--- config.mk ---
export PLATFORM = sky130hd
export DESIGN_NAME = thermostat_hysteresis_controller_flat
export DESIGN_NICKNAME = d
export VERILOG_FILES = /design/src/hw/rtl/thc_pkg.sv /design/src/hw/rtl/thc_if.sv /design/src/hw/rtl/thermostat_hysteresis_controller.sv /design/src/hw/rtl/thc_core.sv /design/src/flat_wrapper.sv
export SDC_FILE = /design/constraint.sdc
export NUM_CORES = 1
export LEC_CHECK = 0
export ABC_AREA = 1
export BUFFER_PORTS_ARGS = -buffer_cell sky130_fd_sc_hd__buf_2
export CAP_MARGIN = 20
export CORE_AREA = 5 5 149 151
export CTS_CLUSTER_SIZE = 12
export DETAILED_ROUTE_END_ITERATION = 8
export DIE_AREA = 0 0 154 156
export GPL_ROUTABILITY_DRIVEN = 0
export SLEW_MARGIN = 20
export SYNTH_ARGS = -nofsm -noshare
export SYNTH_HDL_FRONTEND = slang
export SYNTH_HIERARCHICAL = 1
export SYNTH_SLANG_ARGS = --single-unit
--- constraint.sdc ---
create_clock -name clk -period 8.7 [get_ports clk]
set_input_delay 0 -clock clk [delete_from_list [all_inputs] [get_ports clk]]
set_output_delay 0 -clock clk [all_outputs]
set_load 0.02 [all_outputs]
--- src/hw/rtl/thc_pkg.sv ---
// ----------------------------------------------------------------------------
// thc_pkg
// Shared types and codes of the thermostat hysteresis controller.
// ----------------------------------------------------------------------------
package thc_pkg;

	localparam int ADDR_W = 4;
	localparam int DATA_W = 32;

	// Register indexes, byte address is 4 * index
	localparam logic [1:0] REG_SET_POINT    = 2'd0;
	localparam logic [1:0] REG_BAND         = 2'd1;
	localparam logic [1:0] REG_BLINK_PERIOD = 2'd2;

	// Tick modes
	localparam logic [1:0] MODE_SET   = 2'd1;
	localparam logic [1:0] MODE_SENSE = 2'd2;

	typedef enum logic [2:0] {
		ST_IDLE = 3'b001,
		ST_HEAT = 3'b010,
		ST_COOL = 3'b100
	} ctrl_state_t;

	typedef struct packed {
		logic signed [7:0] set_point;
		logic [6:0]        band;
		logic [7:0]        blink_period;
	} cfg_t;

	typedef struct packed {
		logic       heater;
		logic       cooler;
		logic       led;
		logic [7:0] average;
		logic       average_valid;
	} result_t;

endpackage

--- src/hw/rtl/thc_if.sv ---
// ----------------------------------------------------------------------------
// thc_if
// Valid/ready channels: tick requests in, status results out.
// ----------------------------------------------------------------------------
interface thc_tick_if;
	logic       valid;
	logic       ready;
	logic [1:0] mode;
	logic [7:0] sample;

	modport source (output valid, output mode, output sample, input ready);
	modport sink (input valid, input mode, input sample, output ready);
endinterface

interface thc_status_if;
	logic       valid;
	logic       ready;
	logic       heater;
	logic       cooler;
	logic       led;
	logic [7:0] average;
	logic       average_valid;

	modport source (output valid, output heater, output cooler, output led,
		output average, output average_valid, input ready);
	modport sink (input valid, input heater, input cooler, input led,
		input average, input average_valid, output ready);
endinterface

--- src/hw/rtl/thermostat_hysteresis_controller.sv ---
// ----------------------------------------------------------------------------
// thermostat_hysteresis_controller
// Averaging bang-bang thermostat with hysteresis and APB register port.
// ----------------------------------------------------------------------------
// An accepted request waits in the tick register; its result then goes to
// the result register. Throughput: one request per cycle unless stalled;
// block state and result register update together; both hold under stall.
// Reset: arst_n clears the block state, the pipeline valids and the
// registers to set_point 0, band 5, blink_period 10.
module thermostat_hysteresis_controller
	import thc_pkg::*;
#(
	parameter int SAMPLES = 10
) (
	input  logic              clk,
	input  logic              arst_n,
	thc_tick_if.sink          tick,
	thc_status_if.source      status,
	input  logic              psel,
	input  logic              penable,
	input  logic              pwrite,
	input  logic [ADDR_W-1:0] paddr,
	input  logic [DATA_W-1:0] pwdata,
	output logic [DATA_W-1:0] prdata,
	output logic              pready
);

	cfg_t       cfg_q;
	logic       valid_s1;
	logic [1:0] mode_s1;
	logic [7:0] sample_s1;
	logic       out_valid_q;
	result_t    res, res_q;
	logic       advance, take, wr;
	logic [1:0] reg_idx;

	assign pready  = 1'b1;
	assign reg_idx = paddr[3:2];
	assign wr      = psel & penable & pwrite;

	always_ff @(posedge clk or negedge arst_n) begin
		if (!arst_n) begin
			cfg_q.set_point    <= 8'sd0;
			cfg_q.band         <= 7'd5;
			cfg_q.blink_period <= 8'd10;
		end else if (wr) begin
			case (reg_idx)
				REG_SET_POINT:    cfg_q.set_point    <= pwdata[7:0];
				REG_BAND:         cfg_q.band         <= pwdata[6:0];
				REG_BLINK_PERIOD: cfg_q.blink_period <= pwdata[7:0];
				default: ;
			endcase
		end
	end

	always_comb begin
		case (reg_idx)
			REG_SET_POINT:    prdata = DATA_W'(unsigned'(cfg_q.set_point));
			REG_BAND:         prdata = DATA_W'(cfg_q.band);
			REG_BLINK_PERIOD: prdata = DATA_W'(cfg_q.blink_period);
			default:          prdata = '0;
		endcase
	end

	// Advance the held request whenever the result register can take it
	assign advance    = valid_s1 & (~out_valid_q | status.ready);
	assign tick.ready = ~valid_s1 | advance;
	assign take       = tick.valid & tick.ready;

	always_ff @(posedge clk or negedge arst_n) begin
		if (!arst_n) begin
			valid_s1    <= 1'b0;
			out_valid_q <= 1'b0;
		end else begin
			if (take)
				valid_s1 <= 1'b1;
			else if (advance)
				valid_s1 <= 1'b0;
			if (advance)
				out_valid_q <= 1'b1;
			else if (status.ready)
				out_valid_q <= 1'b0;
		end
	end

	always_ff @(posedge clk) begin
		if (take) begin
			mode_s1   <= tick.mode;
			sample_s1 <= tick.sample;
		end
		if (advance)
			res_q <= res;
	end

	thc_core #(
		.SAMPLES(SAMPLES)
	) u_core (
		.clk    (clk),
		.arst_n (arst_n),
		.step   (advance),
		.mode   (mode_s1),
		.sample (sample_s1),
		.cfg    (cfg_q),
		.res    (res)
	);

	assign status.valid         = out_valid_q;
	assign status.heater        = res_q.heater;
	assign status.cooler        = res_q.cooler;
	assign status.led           = res_q.led;
	assign status.average       = res_q.average;
	assign status.average_valid = res_q.average_valid;

endmodule

--- src/hw/rtl/thc_core.sv ---
// ----------------------------------------------------------------------------
// thc_core
// Block averaging and heat/cool state machine, one tick per step strobe.
// ----------------------------------------------------------------------------
module thc_core
	import thc_pkg::*;
#(
	parameter int SAMPLES = 10
) (
	input  logic       clk,
	input  logic       arst_n,
	input  logic       step,
	input  logic [1:0] mode,
	input  logic [7:0] sample,
	input  cfg_t       cfg,
	output result_t    res
);

	localparam int SUM_W = $clog2(255 * SAMPLES + 1);
	localparam int CNT_W = $clog2(SAMPLES + 1);
	// Reciprocal is exact for every SUM_W-bit sum at this shift
	localparam int RSH = SUM_W + $clog2(SAMPLES);
	localparam logic [RSH:0] RECIP = (RSH + 1)'(((2 ** RSH) + SAMPLES - 1) / SAMPLES);
	localparam int PROD_W = SUM_W + RSH + 1;

	logic [SUM_W-1:0]  sum_q, sum_n, sum_add;
	logic [CNT_W-1:0]  cnt_q, cnt_n, cnt_inc;
	logic [7:0]        avg_q, avg_n, quot, blink_q, blink_n, blink_inc;
	logic              rdy_q, rdy_n;
	logic              heat_q, heat_n, cool_q, cool_n, led_q, led_n;
	ctrl_state_t       st_q, st_n;
	logic [PROD_W-1:0] prod;
	logic signed [9:0] diff, band_s;
	logic              go_heat, go_cool;

	assign sum_add   = sum_q + SUM_W'(sample);
	assign cnt_inc   = cnt_q + CNT_W'(1);
	assign prod      = PROD_W'(sum_add) * PROD_W'(RECIP);
	assign quot      = prod[RSH +: 8];
	assign blink_inc = blink_q + 8'd1;

	always_comb begin
		sum_n   = sum_q;
		cnt_n   = cnt_q;
		avg_n   = avg_q;
		rdy_n   = rdy_q;
		st_n    = st_q;
		blink_n = blink_q;
		heat_n  = heat_q;
		cool_n  = cool_q;
		led_n   = led_q;
		case (mode)
			MODE_SET: begin
				heat_n = 1'b0;
				cool_n = 1'b0;
			end
			MODE_SENSE: begin
				if (cnt_inc >= CNT_W'(SAMPLES)) begin
					avg_n = quot;
					rdy_n = 1'b1;
					sum_n = '0;
					cnt_n = '0;
				end else begin
					sum_n = sum_add;
					cnt_n = cnt_inc;
				end
			end
			default: ;
		endcase
		// Compare against the freshly latched average
		diff    = $signed({2'b00, avg_n}) - 10'(cfg.set_point);
		band_s  = $signed({3'b000, cfg.band});
		go_heat = diff < -band_s;
		go_cool = diff >= band_s;
		if (mode == MODE_SENSE && rdy_n) begin
			case (st_q)
				ST_HEAT: begin
					heat_n = 1'b1;
					cool_n = 1'b0;
					if (blink_inc == cfg.blink_period) begin
						led_n   = ~led_q;
						blink_n = '0;
					end else begin
						blink_n = blink_inc;
					end
					if (go_cool)
						st_n = ST_COOL;
				end
				ST_COOL: begin
					heat_n = 1'b0;
					cool_n = 1'b1;
					led_n  = 1'b1;
					if (go_heat)
						st_n = ST_HEAT;
				end
				default: begin
					heat_n = 1'b0;
					cool_n = 1'b0;
					led_n  = 1'b0;
					st_n   = go_heat ? ST_HEAT : ST_COOL;
				end
			endcase
		end
	end

	always_ff @(posedge clk or negedge arst_n) begin
		if (!arst_n) begin
			sum_q   <= '0;
			cnt_q   <= '0;
			avg_q   <= '0;
			rdy_q   <= 1'b0;
			st_q    <= ST_IDLE;
			blink_q <= '0;
			heat_q  <= 1'b0;
			cool_q  <= 1'b0;
			led_q   <= 1'b0;
		end else if (step) begin
			sum_q   <= sum_n;
			cnt_q   <= cnt_n;
			avg_q   <= avg_n;
			rdy_q   <= rdy_n;
			st_q    <= st_n;
			blink_q <= blink_n;
			heat_q  <= heat_n;
			cool_q  <= cool_n;
			led_q   <= led_n;
		end
	end

	assign res.heater        = heat_n;
	assign res.cooler        = cool_n;
	assign res.led           = led_n;
	assign res.average       = avg_n;
	assign res.average_valid = rdy_n;

endmodule

--- src/flat_wrapper.sv ---
// flat-port wrapper written by rule: the top's interface ports become plain ports
module thermostat_hysteresis_controller_flat import thc_pkg::*;
#(
	parameter int SAMPLES = 10
)
  (clk, arst_n, psel, penable, pwrite, paddr, pwdata, prdata, pready, tick_valid, tick_mode, tick_sample, tick_ready, status_valid, status_heater, status_cooler, status_led, status_average, status_average_valid, status_ready);
  thc_tick_if tick_i ();
  thc_status_if status_i ();
  input  logic clk;
  input  logic arst_n;
  input  logic psel;
  input  logic penable;
  input  logic pwrite;
  input  logic [ADDR_W-1:0] paddr;
  input  logic [DATA_W-1:0] pwdata;
  output logic [DATA_W-1:0] prdata;
  output logic pready;
  input wire logic [$bits(tick_i.valid)-1:0] tick_valid;
  input wire logic [$bits(tick_i.mode)-1:0] tick_mode;
  input wire logic [$bits(tick_i.sample)-1:0] tick_sample;
  output wire logic [$bits(tick_i.ready)-1:0] tick_ready;
  output wire logic [$bits(status_i.valid)-1:0] status_valid;
  output wire logic [$bits(status_i.heater)-1:0] status_heater;
  output wire logic [$bits(status_i.cooler)-1:0] status_cooler;
  output wire logic [$bits(status_i.led)-1:0] status_led;
  output wire logic [$bits(status_i.average)-1:0] status_average;
  output wire logic [$bits(status_i.average_valid)-1:0] status_average_valid;
  input wire logic [$bits(status_i.ready)-1:0] status_ready;
  assign tick_i.valid = tick_valid;
  assign tick_i.mode = tick_mode;
  assign tick_i.sample = tick_sample;
  assign tick_ready = tick_i.ready;
  assign status_valid = status_i.valid;
  assign status_heater = status_i.heater;
  assign status_cooler = status_i.cooler;
  assign status_led = status_i.led;
  assign status_average = status_i.average;
  assign status_average_valid = status_i.average_valid;
  assign status_i.ready = status_ready;
  thermostat_hysteresis_controller #(.SAMPLES(SAMPLES)) u_core (.clk(clk), .arst_n(arst_n), .tick(tick_i), .status(status_i), .psel(psel), .penable(penable), .pwrite(pwrite), .paddr(paddr), .pwdata(pwdata), .prdata(prdata), .pready(pready));
endmodule
==> metrics.txt <==
Cell Area, Placed 8603 um2; Die ar. 24020 um2; Req. time, crit path 8.93 ns; drt drc 0; worst r2r src u_core/sample_s1[0]$_DFFE_PP_; Rel. slew slack 0.4170; Initial DRT Pass Iterations 7; fraction of synthesized area in multiplexers 0.001233; CTS H-tree depth 3; kind of critical path reg2reg; status completed; Post-DP HPWL 13730 um; largest cells by area after synthesis dfrtp_1 18%, ha_1 18%, nand2_1 12%; DR WL/cell 12.54 um; worst skew pair latency 0.34 ns; die height 156 um; top post-synthesis cells by count 252 x nand2_1, 182 x inv_1, 116 x ha_1, 59 x dfrtp_1; Final Max Slew Viols 0; initial core utilization 0.3922; GRT Total Usage 0.1445; Area Growth Syn to Fin 15.74%; # clock sinks 86; core area 20690 um2; CP arrival 8.40 ns; Seq cells post-synth 86; final net count 1288; async set-reset flop share out of synthesis 0.7442; Rows 53; Ys Warns 6; Clock Skews 0.008093 ns; post-synthesis sequential area ratio 0.2795; Post-Synth XOR/XNOR Area 0.04409; hold_sp paddr[3]; Post-Syn Area 8115 um2; Root Buffer clkbuf_16; final hold vios 0; CTS Buf Count 9; port bufs 48; worst hold path class in2reg; share of cells above drive strength 1 0.1375; most frequent cell after synthesis nand2_1; EDFF count, synth 22; fill cell total of the finished layout 2012; Synth cell types 43; Mapped Cells 992; first-pass GRT wire length 28610 um; # setup viols final 0; post-synthesis simple-gate area fraction 0.2029; antenna violations before repair 0; Critical Path Source u_core/sample_s1[0]$_DFFE_PP_; CP Capture Type register; Final period util 0.9388; Boundary Pins 100; average cell area after synthesis 8.181 um2; Max-Cap Viols 0; Routed WL 17040 um; clk buf depth 2; DRT antenna net count 0; Synth area leader dfrtp_1; Worst setup SP type register; initial DRC count 303; fmax 0.1224 GHz; Vias 6258; post-synth top area share 0.1819; Most used DFF post-synth dfrtp_1; Ant. Diodes 0; Final min period 8.168 ns; slowest CP cell fa_1; final instance area 9393 um2; Via density 4.605; delay of the slowest critical-path stage 0.54 ns; die width 154 um; slew at the pin with the worst max-slew slack 0.8746 ns; main combinational cell family by area after synthesis adder cells; gr ovfl total 0; adder-cell share of the synthesized area 0.2775; Synth Area in Compound Gates 0.07755; crit-path max FO 5; largest net degree at the start of global routing 65; vias in the first global route 6025; CTS tree yes; Clock Pin Slew Worst Setup and Hold Paths 0.06 ns; CP most frequent cell nand2_1
==> logic make-up (layout without fill, tap and decap cells) <==
logic type / Yosys count / after routing
XOR/XNOR: 40 / 40
adder cells (fa/ha/maj): 156 / 156
multiplexers: 1 / 1
buffers and inverters: 221 / 290
AO/OA/AOI/OAI: 110 / 110
other: 2 / 25
AND/OR/NAND/NOR: 376 / 376
flip-flops: 86 / 86
==> critical path, delay by kind of cell, from the launching register on <==
kind	cells	cell delay, ns
AOI/OAI and AO/OA	9	1.24
xor gates and xnor gates	3	0.63
buffers and inverters	8	0.57
adders and majority gates	10	3.68
DFF	1	0.37
and+or+nand+nor	16	1.56
==> flip-flops by register name, summed over array words and instances, names as in the netlist, 2 cells and up <==
register,flops
u_core/u_core/avg_q,8
u_core/cfg_q,23
u_core/sample_s1,8
u_core/u_core/blink_q,8
u_core/u_core/sum_q,12
u_core/status.average,8
u_core/u_core/st_q,3
u_core/mode_s1,2
u_core/u_core/cnt_q,4
==> cell type report <==
| cell class | count | area, um2 | area share |
|---|---|---|---|
| clock buffer | 11 | 232.7 | 0.02478 |
| clock inverter | 5 | 57.56 | 0.006128 |
| inverter | 185 | 696.9 | 0.07420 |
| multi-input combinational | 708 | 5190 | 0.5526 |
| sequential | 86 | 2268 | 0.2415 |
| tap | 275 | 344.1 | 0.03663 |
| timing repair buffer | 89 | 603.1 | 0.06421 |
==> what timing repair did <==
action	CTS	global route
resized for setup	0	35
endpoints found under the hold margin	94	0
hold buffers	22	0
buffers inserted	0	11
setup endpoints to repair	0	3
==> through the flow <==
step | cells | hold WS (ns) | setup TNS [ns] | setup WS [ns] | util
2_1_floorplan | 1015 | -0.2956 | 0 | 0.9081 | -
3_3_place_gp | 1310 | 0.1782 | 0 | 0.2635 | 0.4158
3_5_place_dp | 1310 | 0.1781 | 0 | 0.1524 | 0.4158
4_1_cts | 1348 | 0.05770 | 0 | 0.1028 | 0.4405
5_1_grt | 1359 | 0.08195 | -0.04369 | -0.02434 | 0.4540
6_report | 1359 | 0.06811 | 0 | 0.5323 | 0.4540
==> path summary, 6_finish.rpt <==
kind                                                       to  slack, ns  depth (start not counted)
min in group asynchronous        u_core/cfg_q[18]$_DFFE_PN0P_       0.38                          3
max reg2reg                 u_core/u_core/st_q[2]$_DFFE_PN0P_       0.53                         46
max in group asynchronous  u_core/u_core/cnt_q[1]$_DFFE_PN0P_       7.73                          3
min reg2reg                u_core/u_core/avg_q[2]$_DFFE_PN0P_       0.48                          2
min                               u_core/cfg_q[3]$_DFFE_PN1P_       0.07                          5
max                         u_core/u_core/st_q[2]$_DFFE_PN0P_       0.53                         46
==> placed cells by master, fill, tap and decap left out, drive strengths merged, types with 7 or more instances in the layout <==
cell type,Yosys,routed
dlygate4sd3,0,22
nand2,263,263
ha,116,116
clkbuf,5,11
dfrtp,59,59
o21ai,43,43
a21oi,33,33
edfxtp,22,22
nor3,8,8
nand4,9,9
buf,31,67
conb,2,25
xnor2,18,18
xor2,22,22
a31oi,7,7
inv,185,187
nor2,44,44
nand3,42,42
fa,40,40
o22ai,9,9
==> per-layer routing <==
layer	GRT usage	share of wire	vias up
li1	-	-	3268
met1	0.1983	0.50	2887
met2	0.2402	0.46	90
met3	0.02413	0.030	13
met4	0.03364	0.011	0
met5	0	0	-
Power is left out: the tool's default activity adds up to more than one toggle a clock period on the data nets, which glitch-free logic cannot reach.
